==> src/hdl/ott_pkg.sv <==
// Shared types, codes and constants of the one-shot timer table.
package ott_pkg;

	// Field widths
	localparam int TICK_W   = 20;
	localparam int PERIOD_W = 32;
	localparam int SLOT_W   = 4;
	localparam int SEC_W    = 32;
	localparam int SUB_W    = 10;
	// Sum of sub-second time and one tick length: below 2 * 2^20
	localparam int TOT_W    = 21;

	localparam int SLOTS_DEF = 16;

	// Time constants
	localparam int unsigned US_PER_MS = 1000;
	localparam int unsigned US_PER_S  = 1000000;
	// ceil(2^30 / 1000): exact quotient by 1000 for values below 2^22
	localparam int unsigned RECIP_1000  = 1073742;
	localparam int          RECIP_SHIFT = 30;
	localparam int          PROD_W      = 41;

	localparam logic [TICK_W-1:0] TICK_LEN_RST = 20'd1000;

	// Input modes
	typedef enum logic [1:0] {
		MODE_TICK   = 2'd0,
		MODE_START  = 2'd1,
		MODE_CANCEL = 2'd2,
		MODE_READ   = 2'd3
	} mode_t;

	// Result kinds
	localparam logic KIND_EXPIRY = 1'b0;
	localparam logic KIND_TIME   = 1'b1;

	// Main sequencer
	typedef enum logic [2:0] {
		CS_IDLE,
		CS_DIV,
		CS_TIME,
		CS_WALK,
		CS_FLUSH,
		CS_READ
	} ctl_state_t;

	// Time-of-day update
	typedef enum logic [1:0] {
		TS_IDLE,
		TS_WRAP,
		TS_MUL,
		TS_SPLIT
	} time_state_t;

endpackage

==> src/hdl/ott_ram.sv <==
// Generic simple dual-port RAM with one write port and a registered read port.
module ott_ram #(
	parameter int WIDTH  = 32,
	parameter int DEPTH  = 16,
	parameter int ADDR_W = (DEPTH > 1) ? $clog2(DEPTH) : 1
) (
	input  logic              clk,
	input  logic              we,
	input  logic [ADDR_W-1:0] waddr,
	input  logic [WIDTH-1:0]  wdata,
	input  logic              re,
	input  logic [ADDR_W-1:0] raddr,
	output logic [WIDTH-1:0]  rdata
);

	logic [WIDTH-1:0] mem_q [DEPTH];

	// write port
	always_ff @(posedge clk) begin
		if (we) begin
			mem_q[waddr] <= wdata;
		end
	end

	// read port, data held while re is low
	always_ff @(posedge clk) begin
		if (re) begin
			rdata <= mem_q[raddr];
		end
	end

endmodule

==> src/hdl/ott_div.sv <==
// Restoring divider, one quotient bit per cycle, giving the ceiling tick count.
module ott_div (
	input  logic                          clk,
	input  logic                          arst_n,
	input  logic                          start,
	input  logic [ott_pkg::PERIOD_W-1:0] dividend,
	input  logic [ott_pkg::TICK_W-1:0]   divisor,
	output logic                          done,
	output logic [ott_pkg::PERIOD_W-1:0] ticks
);
	import ott_pkg::*;

	localparam int CNT_W = $clog2(PERIOD_W);

	logic                busy_q;
	logic                done_q;
	logic [CNT_W-1:0]    cnt_q;
	logic [TICK_W-1:0]   dvs_q;
	logic [TICK_W-1:0]   rem_q;
	logic [PERIOD_W-1:0] quo_q;
	logic [PERIOD_W-1:0] ticks_q;

	logic [TICK_W:0]     rem_sh;
	logic                ge;
	logic [TICK_W-1:0]   rem_nx;
	logic [PERIOD_W-1:0] quo_nx;
	logic                round_up;

	// one shift-subtract step
	always_comb begin
		rem_sh   = {rem_q, quo_q[PERIOD_W-1]};
		ge       = rem_sh >= {1'b0, dvs_q};
		rem_nx   = ge ? TICK_W'(rem_sh - {1'b0, dvs_q}) : rem_sh[TICK_W-1:0];
		quo_nx   = {quo_q[PERIOD_W-2:0], ge};
		// ceiling, and at least one tick
		round_up = (quo_nx == '0) || (rem_nx != '0);
	end

	always_ff @(posedge clk or negedge arst_n) begin
		if (!arst_n) begin
			busy_q <= 1'b0;
			done_q <= 1'b0;
			cnt_q  <= '0;
		end else begin
			done_q <= 1'b0;
			if (start) begin
				busy_q <= 1'b1;
				cnt_q  <= CNT_W'(PERIOD_W - 1);
			end else if (busy_q) begin
				cnt_q <= cnt_q - 1'b1;
				if (cnt_q == '0) begin
					busy_q <= 1'b0;
					done_q <= 1'b1;
				end
			end
		end
	end

	// datapath
	always_ff @(posedge clk) begin
		if (start) begin
			dvs_q <= divisor;
			rem_q <= '0;
			quo_q <= dividend;
		end else if (busy_q) begin
			rem_q <= rem_nx;
			quo_q <= quo_nx;
			if (cnt_q == '0) begin
				ticks_q <= quo_nx + {{(PERIOD_W-1){1'b0}}, round_up};
			end
		end
	end

	assign done  = done_q;
	assign ticks = ticks_q;

	assert property (@(posedge clk) disable iff (!arst_n) done_q |-> (ticks_q != '0))
		else $error("divider gave a zero tick count");

endmodule

==> src/hdl/ott_time.sv <==
// Time-of-day counter: adds one tick length and renormalizes through its wrap, multiply and split states.
module ott_time (
	input  logic                        clk,
	input  logic                        arst_n,
	input  logic                        start,
	input  logic [ott_pkg::TICK_W-1:0] len,
	output logic                        done,
	output logic [ott_pkg::SEC_W-1:0]  seconds,
	output logic [ott_pkg::SUB_W-1:0]  millis,
	output logic [ott_pkg::SUB_W-1:0]  micros
);
	import ott_pkg::*;

	time_state_t state_q, state_d;

	logic [SEC_W-1:0]  sec_q;
	logic [SUB_W-1:0]  ms_q;
	logic [SUB_W-1:0]  us_q;
	logic [TOT_W-1:0]  total_q;
	logic [PROD_W-1:0] prod_q;

	logic              wrap;
	logic [SUB_W-1:0]  quo;
	logic [TOT_W-2:0]  rem;

	always_comb begin
		wrap = total_q >= TOT_W'(US_PER_S);
		quo  = prod_q[RECIP_SHIFT +: SUB_W];
		rem  = total_q[TOT_W-2:0] - (TOT_W-1)'(quo) * (TOT_W-1)'(US_PER_MS);
	end

	// next state
	always_comb begin
		state_d = state_q;
		done    = 1'b0;
		unique case (state_q)
			TS_IDLE: begin
				if (start) begin
					state_d = TS_WRAP;
				end
			end
			TS_WRAP: begin
				if (!wrap) begin
					state_d = TS_MUL;
				end
			end
			TS_MUL: begin
				state_d = TS_SPLIT;
			end
			TS_SPLIT: begin
				done    = 1'b1;
				state_d = TS_IDLE;
			end
			default: begin
				state_d = TS_IDLE;
			end
		endcase
	end

	always_ff @(posedge clk or negedge arst_n) begin
		if (!arst_n) begin
			state_q <= TS_IDLE;
			sec_q   <= '0;
			ms_q    <= '0;
			us_q    <= '0;
		end else begin
			state_q <= state_d;
			// carry whole seconds out of the sum, at most twice
			if (state_q == TS_WRAP && wrap) begin
				sec_q <= sec_q + 1'b1;
			end
			// split the sub-second part into ms and us
			if (state_q == TS_SPLIT) begin
				ms_q <= quo;
				us_q <= rem[SUB_W-1:0];
			end
		end
	end

	// sum and reciprocal product
	always_ff @(posedge clk) begin
		if (state_q == TS_IDLE && start) begin
			total_q <= TOT_W'(ms_q) * TOT_W'(US_PER_MS) + TOT_W'(us_q) + TOT_W'(len);
		end else if (state_q == TS_WRAP && wrap) begin
			total_q <= total_q - TOT_W'(US_PER_S);
		end
		if (state_q == TS_MUL) begin
			prod_q <= PROD_W'(total_q[TOT_W-2:0]) * PROD_W'(RECIP_1000);
		end
	end

	assign seconds = sec_q;
	assign millis  = ms_q;
	assign micros  = us_q;

	assert property (@(posedge clk) disable iff (!arst_n)
		(ms_q < SUB_W'(US_PER_MS)) && (us_q < SUB_W'(US_PER_MS)))
		else $error("time of day not normalized");

endmodule

==> src/hdl/one_shot_timer_table.sv <==
// Sequencing: cancel completes on acceptance; read waits for the output register; start runs
//   the 32-step divider plus write-back; tick runs the time update (its wrap step repeats per
//   carried second), the slot walk and the flush, which wait while results stall.
// Throughput: one item at a time; a tick is bounded by the single RAM read port walking the
//   slot table, a start by the shared divider.
// Reset (async, active low) clears all armed flags, the time of day and sets the tick
//   length to 1000 us; the tick-count RAM is not cleared and needs no clearing pass.
module one_shot_timer_table #(
	parameter int SLOTS = ott_pkg::SLOTS_DEF
) (
	input  logic                          clk,
	input  logic                          arst_n,
	// configuration
	input  logic                          cfg_valid,
	output logic                          cfg_ready,
	input  logic [ott_pkg::TICK_W-1:0]   tick_length_us,
	// items
	input  logic                          in_valid,
	output logic                          in_ready,
	input  logic [1:0]                    mode,
	input  logic [ott_pkg::SLOT_W-1:0]   slot,
	input  logic [ott_pkg::PERIOD_W-1:0] timeout_us,
	// results
	output logic                          out_valid,
	input  logic                          out_ready,
	output logic                          kind,
	output logic [ott_pkg::SLOT_W-1:0]   expired_slot,
	output logic [ott_pkg::SEC_W-1:0]    seconds,
	output logic [ott_pkg::SUB_W-1:0]    milliseconds,
	output logic [ott_pkg::SUB_W-1:0]    microseconds,
	output logic                          last
);
	import ott_pkg::*;

	localparam int IDX_W = (SLOTS > 1) ? $clog2(SLOTS) : 1;
	localparam int CNT_W = $clog2(SLOTS + 1);

	ctl_state_t state_q, state_d;

	logic [TICK_W-1:0]   tick_q;
	logic [TICK_W-1:0]   len;
	logic [SLOTS-1:0]    armed_q;
	logic [IDX_W-1:0]    slot_q;
	logic [IDX_W-1:0]    slot_idx;
	logic                slot_ok;

	// slot walk
	logic [CNT_W-1:0]    idx_q;
	logic                v_s1;
	logic [IDX_W-1:0]    idx_s1;
	logic                pend_v_q;
	logic [IDX_W-1:0]    pend_slot_q;
	logic                issue_ok;
	logic                armed_at;
	logic                hit;
	logic                stall;
	logic [PERIOD_W-1:0] dec;

	// RAM
	logic                ram_we;
	logic [IDX_W-1:0]    ram_waddr;
	logic [PERIOD_W-1:0] ram_wdata;
	logic                ram_re;
	logic [PERIOD_W-1:0] ram_rdata;

	// units
	logic                div_start;
	logic                div_done;
	logic [PERIOD_W-1:0] div_ticks;
	logic                time_start;
	logic                time_done;
	logic [SEC_W-1:0]    tm_sec;
	logic [SUB_W-1:0]    tm_ms;
	logic [SUB_W-1:0]    tm_us;

	// output register
	logic                out_valid_q;
	logic                out_free;
	logic                push;
	logic                push_kind;
	logic [SLOT_W-1:0]   push_slot;
	logic                push_last;
	logic                kind_q;
	logic [SLOT_W-1:0]   xslot_q;
	logic [SEC_W-1:0]    sec_q;
	logic [SUB_W-1:0]    ms_q;
	logic [SUB_W-1:0]    us_q;
	logic                last_q;

	ott_ram #(
		.WIDTH (PERIOD_W),
		.DEPTH (SLOTS),
		.ADDR_W(IDX_W)
	) u_ram (
		.clk  (clk),
		.we   (ram_we),
		.waddr(ram_waddr),
		.wdata(ram_wdata),
		.re   (ram_re),
		.raddr(idx_q[IDX_W-1:0]),
		.rdata(ram_rdata)
	);

	ott_div u_div (
		.clk     (clk),
		.arst_n  (arst_n),
		.start   (div_start),
		.dividend(timeout_us),
		.divisor (len),
		.done    (div_done),
		.ticks   (div_ticks)
	);

	ott_time u_time (
		.clk    (clk),
		.arst_n (arst_n),
		.start  (time_start),
		.len    (len),
		.done   (time_done),
		.seconds(tm_sec),
		.millis (tm_ms),
		.micros (tm_us)
	);

	// decode and walk helpers
	always_comb begin
		len      = (tick_q == '0) ? TICK_W'(1) : tick_q;
		slot_ok  = 32'(slot) < SLOTS;
		slot_idx = IDX_W'(slot);
		issue_ok = idx_q < CNT_W'(SLOTS);
		armed_at = armed_q[idx_q[IDX_W-1:0]];
		dec      = ram_rdata - 1'b1;
		hit      = v_s1 && (dec == '0);
		out_free = !out_valid_q || out_ready;
		stall    = hit && pend_v_q && !out_free;
	end

	assign cfg_ready = 1'b1;

	// sequencer
	always_comb begin
		state_d    = state_q;
		in_ready   = 1'b0;
		div_start  = 1'b0;
		time_start = 1'b0;
		push       = 1'b0;
		push_kind  = KIND_EXPIRY;
		push_slot  = '0;
		push_last  = 1'b0;
		ram_we     = 1'b0;
		ram_waddr  = idx_s1;
		ram_wdata  = dec;
		ram_re     = 1'b0;
		unique case (state_q)
			CS_IDLE: begin
				in_ready = 1'b1;
				if (in_valid) begin
					unique case (mode_t'(mode))
						MODE_TICK: begin
							time_start = 1'b1;
							state_d    = CS_TIME;
						end
						MODE_START: begin
							if (slot_ok) begin
								div_start = 1'b1;
								state_d   = CS_DIV;
							end
						end
						MODE_CANCEL: begin
							state_d = CS_IDLE;
						end
						MODE_READ: begin
							state_d = CS_READ;
						end
					endcase
				end
			end
			CS_DIV: begin
				if (div_done) begin
					ram_we    = 1'b1;
					ram_waddr = slot_q;
					ram_wdata = div_ticks;
					state_d   = CS_IDLE;
				end
			end
			CS_TIME: begin
				if (time_done) begin
					state_d = CS_WALK;
				end
			end
			CS_WALK: begin
				if (!stall) begin
					// write back the decremented count, read the next armed slot
					ram_we = v_s1;
					ram_re = issue_ok && armed_at;
					// a new expiry lets the held one go out as not last
					if (hit && pend_v_q) begin
						push      = 1'b1;
						push_slot = SLOT_W'(pend_slot_q);
					end
					if (!issue_ok && !v_s1) begin
						state_d = CS_FLUSH;
					end
				end
			end
			CS_FLUSH: begin
				if (!pend_v_q) begin
					state_d = CS_IDLE;
				end else if (out_free) begin
					push      = 1'b1;
					push_slot = SLOT_W'(pend_slot_q);
					push_last = 1'b1;
					state_d   = CS_IDLE;
				end
			end
			CS_READ: begin
				if (out_free) begin
					push      = 1'b1;
					push_kind = KIND_TIME;
					push_last = 1'b1;
					state_d   = CS_IDLE;
				end
			end
			default: begin
				state_d = CS_IDLE;
			end
		endcase
	end

	// control state, armed flags, walk pipeline
	always_ff @(posedge clk or negedge arst_n) begin
		if (!arst_n) begin
			state_q     <= CS_IDLE;
			tick_q      <= TICK_LEN_RST;
			armed_q     <= '0;
			slot_q      <= '0;
			idx_q       <= '0;
			v_s1        <= 1'b0;
			idx_s1      <= '0;
			pend_v_q    <= 1'b0;
			pend_slot_q <= '0;
		end else begin
			state_q <= state_d;
			if (cfg_valid) begin
				tick_q <= tick_length_us;
			end
			if (state_q == CS_IDLE && in_valid) begin
				slot_q <= slot_idx;
				if (mode_t'(mode) == MODE_CANCEL && slot_ok) begin
					armed_q[slot_idx] <= 1'b0;
				end
			end
			if (state_q == CS_DIV && div_done) begin
				armed_q[slot_q] <= 1'b1;
			end
			if (state_q == CS_TIME && time_done) begin
				idx_q    <= '0;
				v_s1     <= 1'b0;
				pend_v_q <= 1'b0;
			end
			if (state_q == CS_WALK && !stall) begin
				if (hit) begin
					armed_q[idx_s1] <= 1'b0;
					pend_v_q        <= 1'b1;
					pend_slot_q     <= idx_s1;
				end
				v_s1   <= issue_ok && armed_at;
				idx_s1 <= idx_q[IDX_W-1:0];
				if (issue_ok) begin
					idx_q <= idx_q + 1'b1;
				end
			end
			if (state_q == CS_FLUSH && state_d == CS_IDLE) begin
				pend_v_q <= 1'b0;
			end
		end
	end

	// output register
	always_ff @(posedge clk or negedge arst_n) begin
		if (!arst_n) begin
			out_valid_q <= 1'b0;
		end else if (push) begin
			out_valid_q <= 1'b1;
		end else if (out_ready) begin
			out_valid_q <= 1'b0;
		end
	end

	always_ff @(posedge clk) begin
		if (push) begin
			kind_q  <= push_kind;
			xslot_q <= push_slot;
			sec_q   <= tm_sec;
			ms_q    <= tm_ms;
			us_q    <= tm_us;
			last_q  <= push_last;
		end
	end

	assign out_valid    = out_valid_q;
	assign kind         = kind_q;
	assign expired_slot = xslot_q;
	assign seconds      = sec_q;
	assign milliseconds = ms_q;
	assign microseconds = us_q;
	assign last         = last_q;

	// the slot in the read stage is armed and holds a nonzero count
	assert property (@(posedge clk) disable iff (!arst_n)
		(state_q == CS_WALK && v_s1) |-> armed_q[idx_s1])
		else $error("walk stage holds a disarmed slot");

	assert property (@(posedge clk) disable iff (!arst_n)
		(state_q == CS_WALK && v_s1) |-> (ram_rdata != '0))
		else $error("armed slot read back a zero tick count");

	// a held expiry only exists during a tick's walk or flush
	assert property (@(posedge clk) disable iff (!arst_n)
		pend_v_q |-> (state_q == CS_WALK || state_q == CS_FLUSH))
		else $error("held expiry outside of a tick");

	// a push never overwrites a result still waiting
	assert property (@(posedge clk) disable iff (!arst_n)
		push |-> out_free)
		else $error("result pushed while output register busy");

endmodule

==> config.mk <==
export PLATFORM = sky130hd
export DESIGN_NAME = one_shot_timer_table
export DESIGN_NICKNAME = d
export VERILOG_FILES = /design/src/hdl/ott_pkg.sv /design/src/hdl/ott_ram.sv /design/src/hdl/ott_div.sv /design/src/hdl/ott_time.sv /design/src/hdl/one_shot_timer_table.sv
export SDC_FILE = /design/constraint.sdc
export NUM_CORES = 2
export LEC_CHECK = 0
export ABC_AREA = 1
export BUFFER_PORTS_ARGS = -buffer_cell sky130_fd_sc_hd__buf_2
export CORE_ASPECT_RATIO = 1.25
export CORE_UTILIZATION = 51
export CTS_CLUSTER_DIAMETER = 60
export DETAILED_ROUTE_END_ITERATION = 8
export HOLD_SLACK_MARGIN = 0.03
export PLACE_DENSITY_LB_ADDON = 0.12
export SLEW_MARGIN = 30
export SYNTH_ARGS = -nofsm -noshare
export SYNTH_HDL_FRONTEND = slang
export SYNTH_SLANG_ARGS = --single-unit
==> constraint.sdc <==
create_clock -name clk -period 8.05 [get_ports clk]
set_input_delay 1.61 -clock clk [delete_from_list [all_inputs] [get_ports clk]]
set_output_delay 1.61 -clock clk [all_outputs]
set_load 0.02 [all_outputs]
==> impl_results.rst <==
.. list-table::
   :header-rows: 1

   * - Metric
     - Value
   * - Status
     - completed
   * - Die span in x
     - 272.8 um
   * - Port Buffers
     - 122
   * - R2R setup slack
     - 1.73 ns
   * - Pin count of the biggest net entering global routing
     - 99
   * - Post-synth ARST share
     - 14.00%
   * - Clock-pin slew of the registers on the worst-case setup and hold paths
     - 0.06 ns
   * - Most common library cells after synthesis
     - sky130_fd_sc_hd__edfxtp_1, sky130_fd_sc_hd__nand2_1, sky130_fd_sc_hd__inv_1
   * - Storage cell area
     - 24950 um2
   * - Detailed placer's ending HPWL
     - 85.94 mm
   * - Final Max Tran Viols
     - 0
   * - Detail-routed via count per cell
     - 5.577
   * - Ports placed on the boundary
     - 124
   * - Number of antenna violations at the first check in global routing
     - 6
   * - Clock period minus final worst setup slack
     - 6.324 ns
   * - Starting Density
     - 51.75%
   * - Number of max-capacitance violations reported
     - 0
   * - Data required time at the worst endpoint
     - 8.43 ns
   * - Warnings, synthesis
     - 0
   * - Synthesis-to-finish area growth
     - 10.54%
   * - Highest attainable clock frequency
     - 0.1581 GHz
   * - Most instantiated library cell after synthesis
     - sky130_fd_sc_hd__edfxtp_1
   * - Number of levels in the clock H-tree
     - 3
   * - Tot GR Track Use
     - 27.19%
   * - Total length of routed wires
     - 125.1 mm
   * - Remaining design rule violation count
     - 0
   * - Worst reg2reg endpoint
     - u_time.total_q[19]
   * - Final hold vios
     - 0
   * - Number of global-route vias before repair
     - 32360
   * - Final setup violation count
     - 0
   * - Area of the mapped netlist
     - 46750 um2
   * - Tightest Pin Transition
     - 1.043 ns
   * - RePlAce Congestion
     - 0.9401
   * - Post-synth top flop
     - sky130_fd_sc_hd__edfxtp_1
   * - Post-layout nets
     - 5122
   * - Site row count
     - 123
   * - Portion of the clock cycle consumed by the worst path in the final layout
     - 78.56%
   * - Area of the multi-input gates
     - 19170 um2
   * - Number of synthesized register bits
     - 857
   * - Worst Hold Class
     - reg -> reg
   * - Critical Path Source
     - u_time.millis[0]
   * - Detailed Routing Iterations Pass 1
     - 6
   * - Longest Clk Path Bufs
     - 3
   * - Worst r2r src
     - u_time.millis[0]
   * - Remaining Overflow, GRT
     - 0
   * - Critical Path End
     - u_time.total_q[19]
   * - Worst-path maximum fanout
     - 7
   * - CTS Sinks
     - 857
   * - Unrepaired setup endpoints after global routing
     - no
   * - TritonCTS clock tree
     - done
   * - Post-cts hold buffer count
     - 0
   * - Fraction of final layout cells sized beyond drive strength 1
     - 8.101%
   * - Worst-skew pair later-pin latency
     - 0.66 ns
   * - Syn_nets
     - 5008
   * - R2R depth
     - 26
   * - Cell at the root of the clock tree
     - sky130_fd_sc_hd__clkbuf_16
   * - Synthesized area per cell
     - 10.37 um2
   * - Die Height
     - 340.5 um
   * - Synth area leader
     - sky130_fd_sc_hd__edfxtp_1
   * - Number of inserted filler cells in the final layout
     - 7762
   * - Total Neg Setup Slack
     - 0 ns
   * - Num CTS Buffers
     - 84
   * - Routed wire length per instance
     - 21.28 um
   * - Post-Syn Instances
     - 4510
   * - EDFF count, synth
     - 717
   * - Wire length of the first global-routing pass
     - 190.4 mm
   * - Dominant cells by area after synthesis
     - sky130_fd_sc_hd__edfxtp_1, sky130_fd_sc_hd__ha_1, sky130_fd_sc_hd__dfrtp_1
   * - Total number of vias
     - 32780
   * - Portion of synthesized cell area occupied by the leading cell type
     - 46.06%
   * - Distinct cell type count after synthesis
     - 62
   * - Remaining max-slew budget at the tightest pin
     - 29.55%
   * - Die Footprint
     - 92880 um2
   * - Skew final
     - 0.03486 ns
   * - Kind of end point of the critical path
     - register
   * - Initial detailed-routing violation count
     - 2665
   * - Total of cells resized after clock tree synthesis
     - 0
   * - Std-Cell Core Area
     - 90340 um2
   * - Type of element launching the critical path
     - register
   * - Category of the critical setup timing path
     - reg -> reg
   * - Critical Path AT
     - 6.71 ns
   * - Number of buffers inserted to repair setup after CTS
     - 0
   * - Post-DRT Antenna Nets
     - 0
   * - Sequential cell area fraction in the yosys report
     - 53.35%
   * - Antenna diode count
     - 0
[worst min-delay path by stage]
stage / slack (ns) / startpoint / endpoint / cells after the start
after global placement: 0.48 / u_time.seconds[31] / seconds[31] / 0
after CTS: 0.50 / u_time.millis[5] / milliseconds[5] / 0
after floorplan: 0.42 / u_time.micros[5] / microseconds[5] / 0
final: 0.50 / u_time.millis[5] / milliseconds[5] / 0
after detailed placement: 0.48 / u_time.seconds[24] / seconds[24] / 0
after global routing: 0.52 / u_time.seconds[0] / seconds[0] / 0
[cell families after synthesis]
| kind of cell | synth area share, % |
|---|---|
| simple gates | 13.74 |
| flops | 53.35 |
| buf+inv | 5.979 |
| compound gates | 9.389 |
| fa+ha+maj | 13.70 |
| xor+xnor | 2.548 |
| mux | 1.279 |
| other cells | 0.008022 |
[worst max-delay path, cell delays in order (launching register included)]
cell and delay (ns):
sky130_fd_sc_hd__dfrtp_1 0.49, sky130_fd_sc_hd__fa_1 0.57, sky130_fd_sc_hd__fa_1 0.53, sky130_fd_sc_hd__inv_1 0.06
sky130_fd_sc_hd__fa_1 0.48, sky130_fd_sc_hd__fa_1 0.52, sky130_fd_sc_hd__inv_1 0.04, sky130_fd_sc_hd__ha_1 0.33
sky130_fd_sc_hd__a21o_1 0.17, sky130_fd_sc_hd__a31oi_1 0.28, sky130_fd_sc_hd__inv_1 0.10, sky130_fd_sc_hd__a31oi_1 0.26
sky130_fd_sc_hd__nor2_1 0.07, sky130_fd_sc_hd__nor2_1 0.09, sky130_fd_sc_hd__nor2_1 0.04, sky130_fd_sc_hd__nor2_1 0.10
sky130_fd_sc_hd__xor2_1 0.18, sky130_fd_sc_hd__inv_1 0.06, sky130_fd_sc_hd__ha_1 0.27, sky130_fd_sc_hd__ha_1 0.36
sky130_fd_sc_hd__nand2_1 0.13, sky130_fd_sc_hd__nor4_1 0.32, sky130_fd_sc_hd__nand4_1 0.12, sky130_fd_sc_hd__nand3_1 0.14
sky130_fd_sc_hd__a21oi_1 0.07, sky130_fd_sc_hd__o21ai_0 0.14, sky130_fd_sc_hd__o21ai_0 0.12
[placed cells by master (no fill, tap or decap), types with 11 or more instances in the layout]
cell,count
sky130_fd_sc_hd__a31oi_1,14
sky130_fd_sc_hd__nand3_1,163
sky130_fd_sc_hd__o22ai_1,12
sky130_fd_sc_hd__buf_2,121
sky130_fd_sc_hd__nor4_1,23
sky130_fd_sc_hd__clkinv_2,12
sky130_fd_sc_hd__clkbuf_1,18
sky130_fd_sc_hd__edfxtp_1,717
sky130_fd_sc_hd__fa_1,128
sky130_fd_sc_hd__dfxtp_1,20
sky130_fd_sc_hd__mux2i_1,53
sky130_fd_sc_hd__nor3_1,55
sky130_fd_sc_hd__o211ai_1,18
sky130_fd_sc_hd__a21o_1,11
sky130_fd_sc_hd__nor2_1,534
sky130_fd_sc_hd__nor2_4,21
sky130_fd_sc_hd__o221ai_1,54
sky130_fd_sc_hd__clkbuf_16,87
sky130_fd_sc_hd__o21ai_0,367
sky130_fd_sc_hd__nand2_1,682
sky130_fd_sc_hd__inv_1,562
sky130_fd_sc_hd__xor2_1,107
sky130_fd_sc_hd__o32ai_1,76
sky130_fd_sc_hd__a21oi_1,132
sky130_fd_sc_hd__nand4_1,39
sky130_fd_sc_hd__buf_4,63
sky130_fd_sc_hd__dfrtp_1,111
sky130_fd_sc_hd__ha_1,307
sky130_fd_sc_hd__xnor2_1,29
sky130_fd_sc_hd__clkinv_1,19
[through the flow]
| stage | instances | util, % | hold slack, ns | area (um2) | setup WS (ns) |
|---|---|---|---|---|---|
| 2_1_floorplan | 4510 | - | 0.4249 | 46750 | 2.420 |
| 3_3_place_gp | 5722 | 54.07 | 0.4812 | 48850 | 1.834 |
| 3_5_place_dp | 5722 | 54.07 | 0.4819 | 48850 | 1.771 |
| 4_1_cts | 5875 | 57.12 | 0.5009 | 51600 | 1.723 |
| 5_1_grt | 5878 | 57.20 | 0.5170 | 51670 | 1.150 |
| 6_report | 5878 | 57.20 | 0.4977 | 51670 | 1.726 |
[flip-flops by register name, summed over array words and instances, names as in the netlist, 5 cells and up]
signal          count
armed_q            16
idx_q               5
microseconds       10
milliseconds       10
seconds            32
tick_q             20
u_div.cnt_q         5
u_div.dvs_q        20
u_div.quo_q        32
u_div.rem_q        20
u_div.ticks        32
u_ram.mem_q       512
u_ram.rdata        32
u_time.micros      10
u_time.millis      10
u_time.prod_q      10
u_time.seconds     32
u_time.total_q     21
[area by class of cell]
cell class              instances  share of cell area, %
flip-flops and latches        857                  48.28
multi-input cells            2920                  37.09
clock buffers                 106                  4.370
inverters                     573                  4.172
well taps                    1187                  2.874
repair buffers                188                  2.254
clock inverters                47                 0.9516
[layer usage]
metal  GRT usage (%)  wire length (um)  vias up
li1                -                 -    15720
met1           34.52             51350    16010
met2           48.00             63270      846
met3           3.117              6396      195
met4           9.246              4000       12
met5               0                77        -
Power is not shown: default switching activity piles up to over one toggle a cycle in this logic, so the estimate is an artifact.
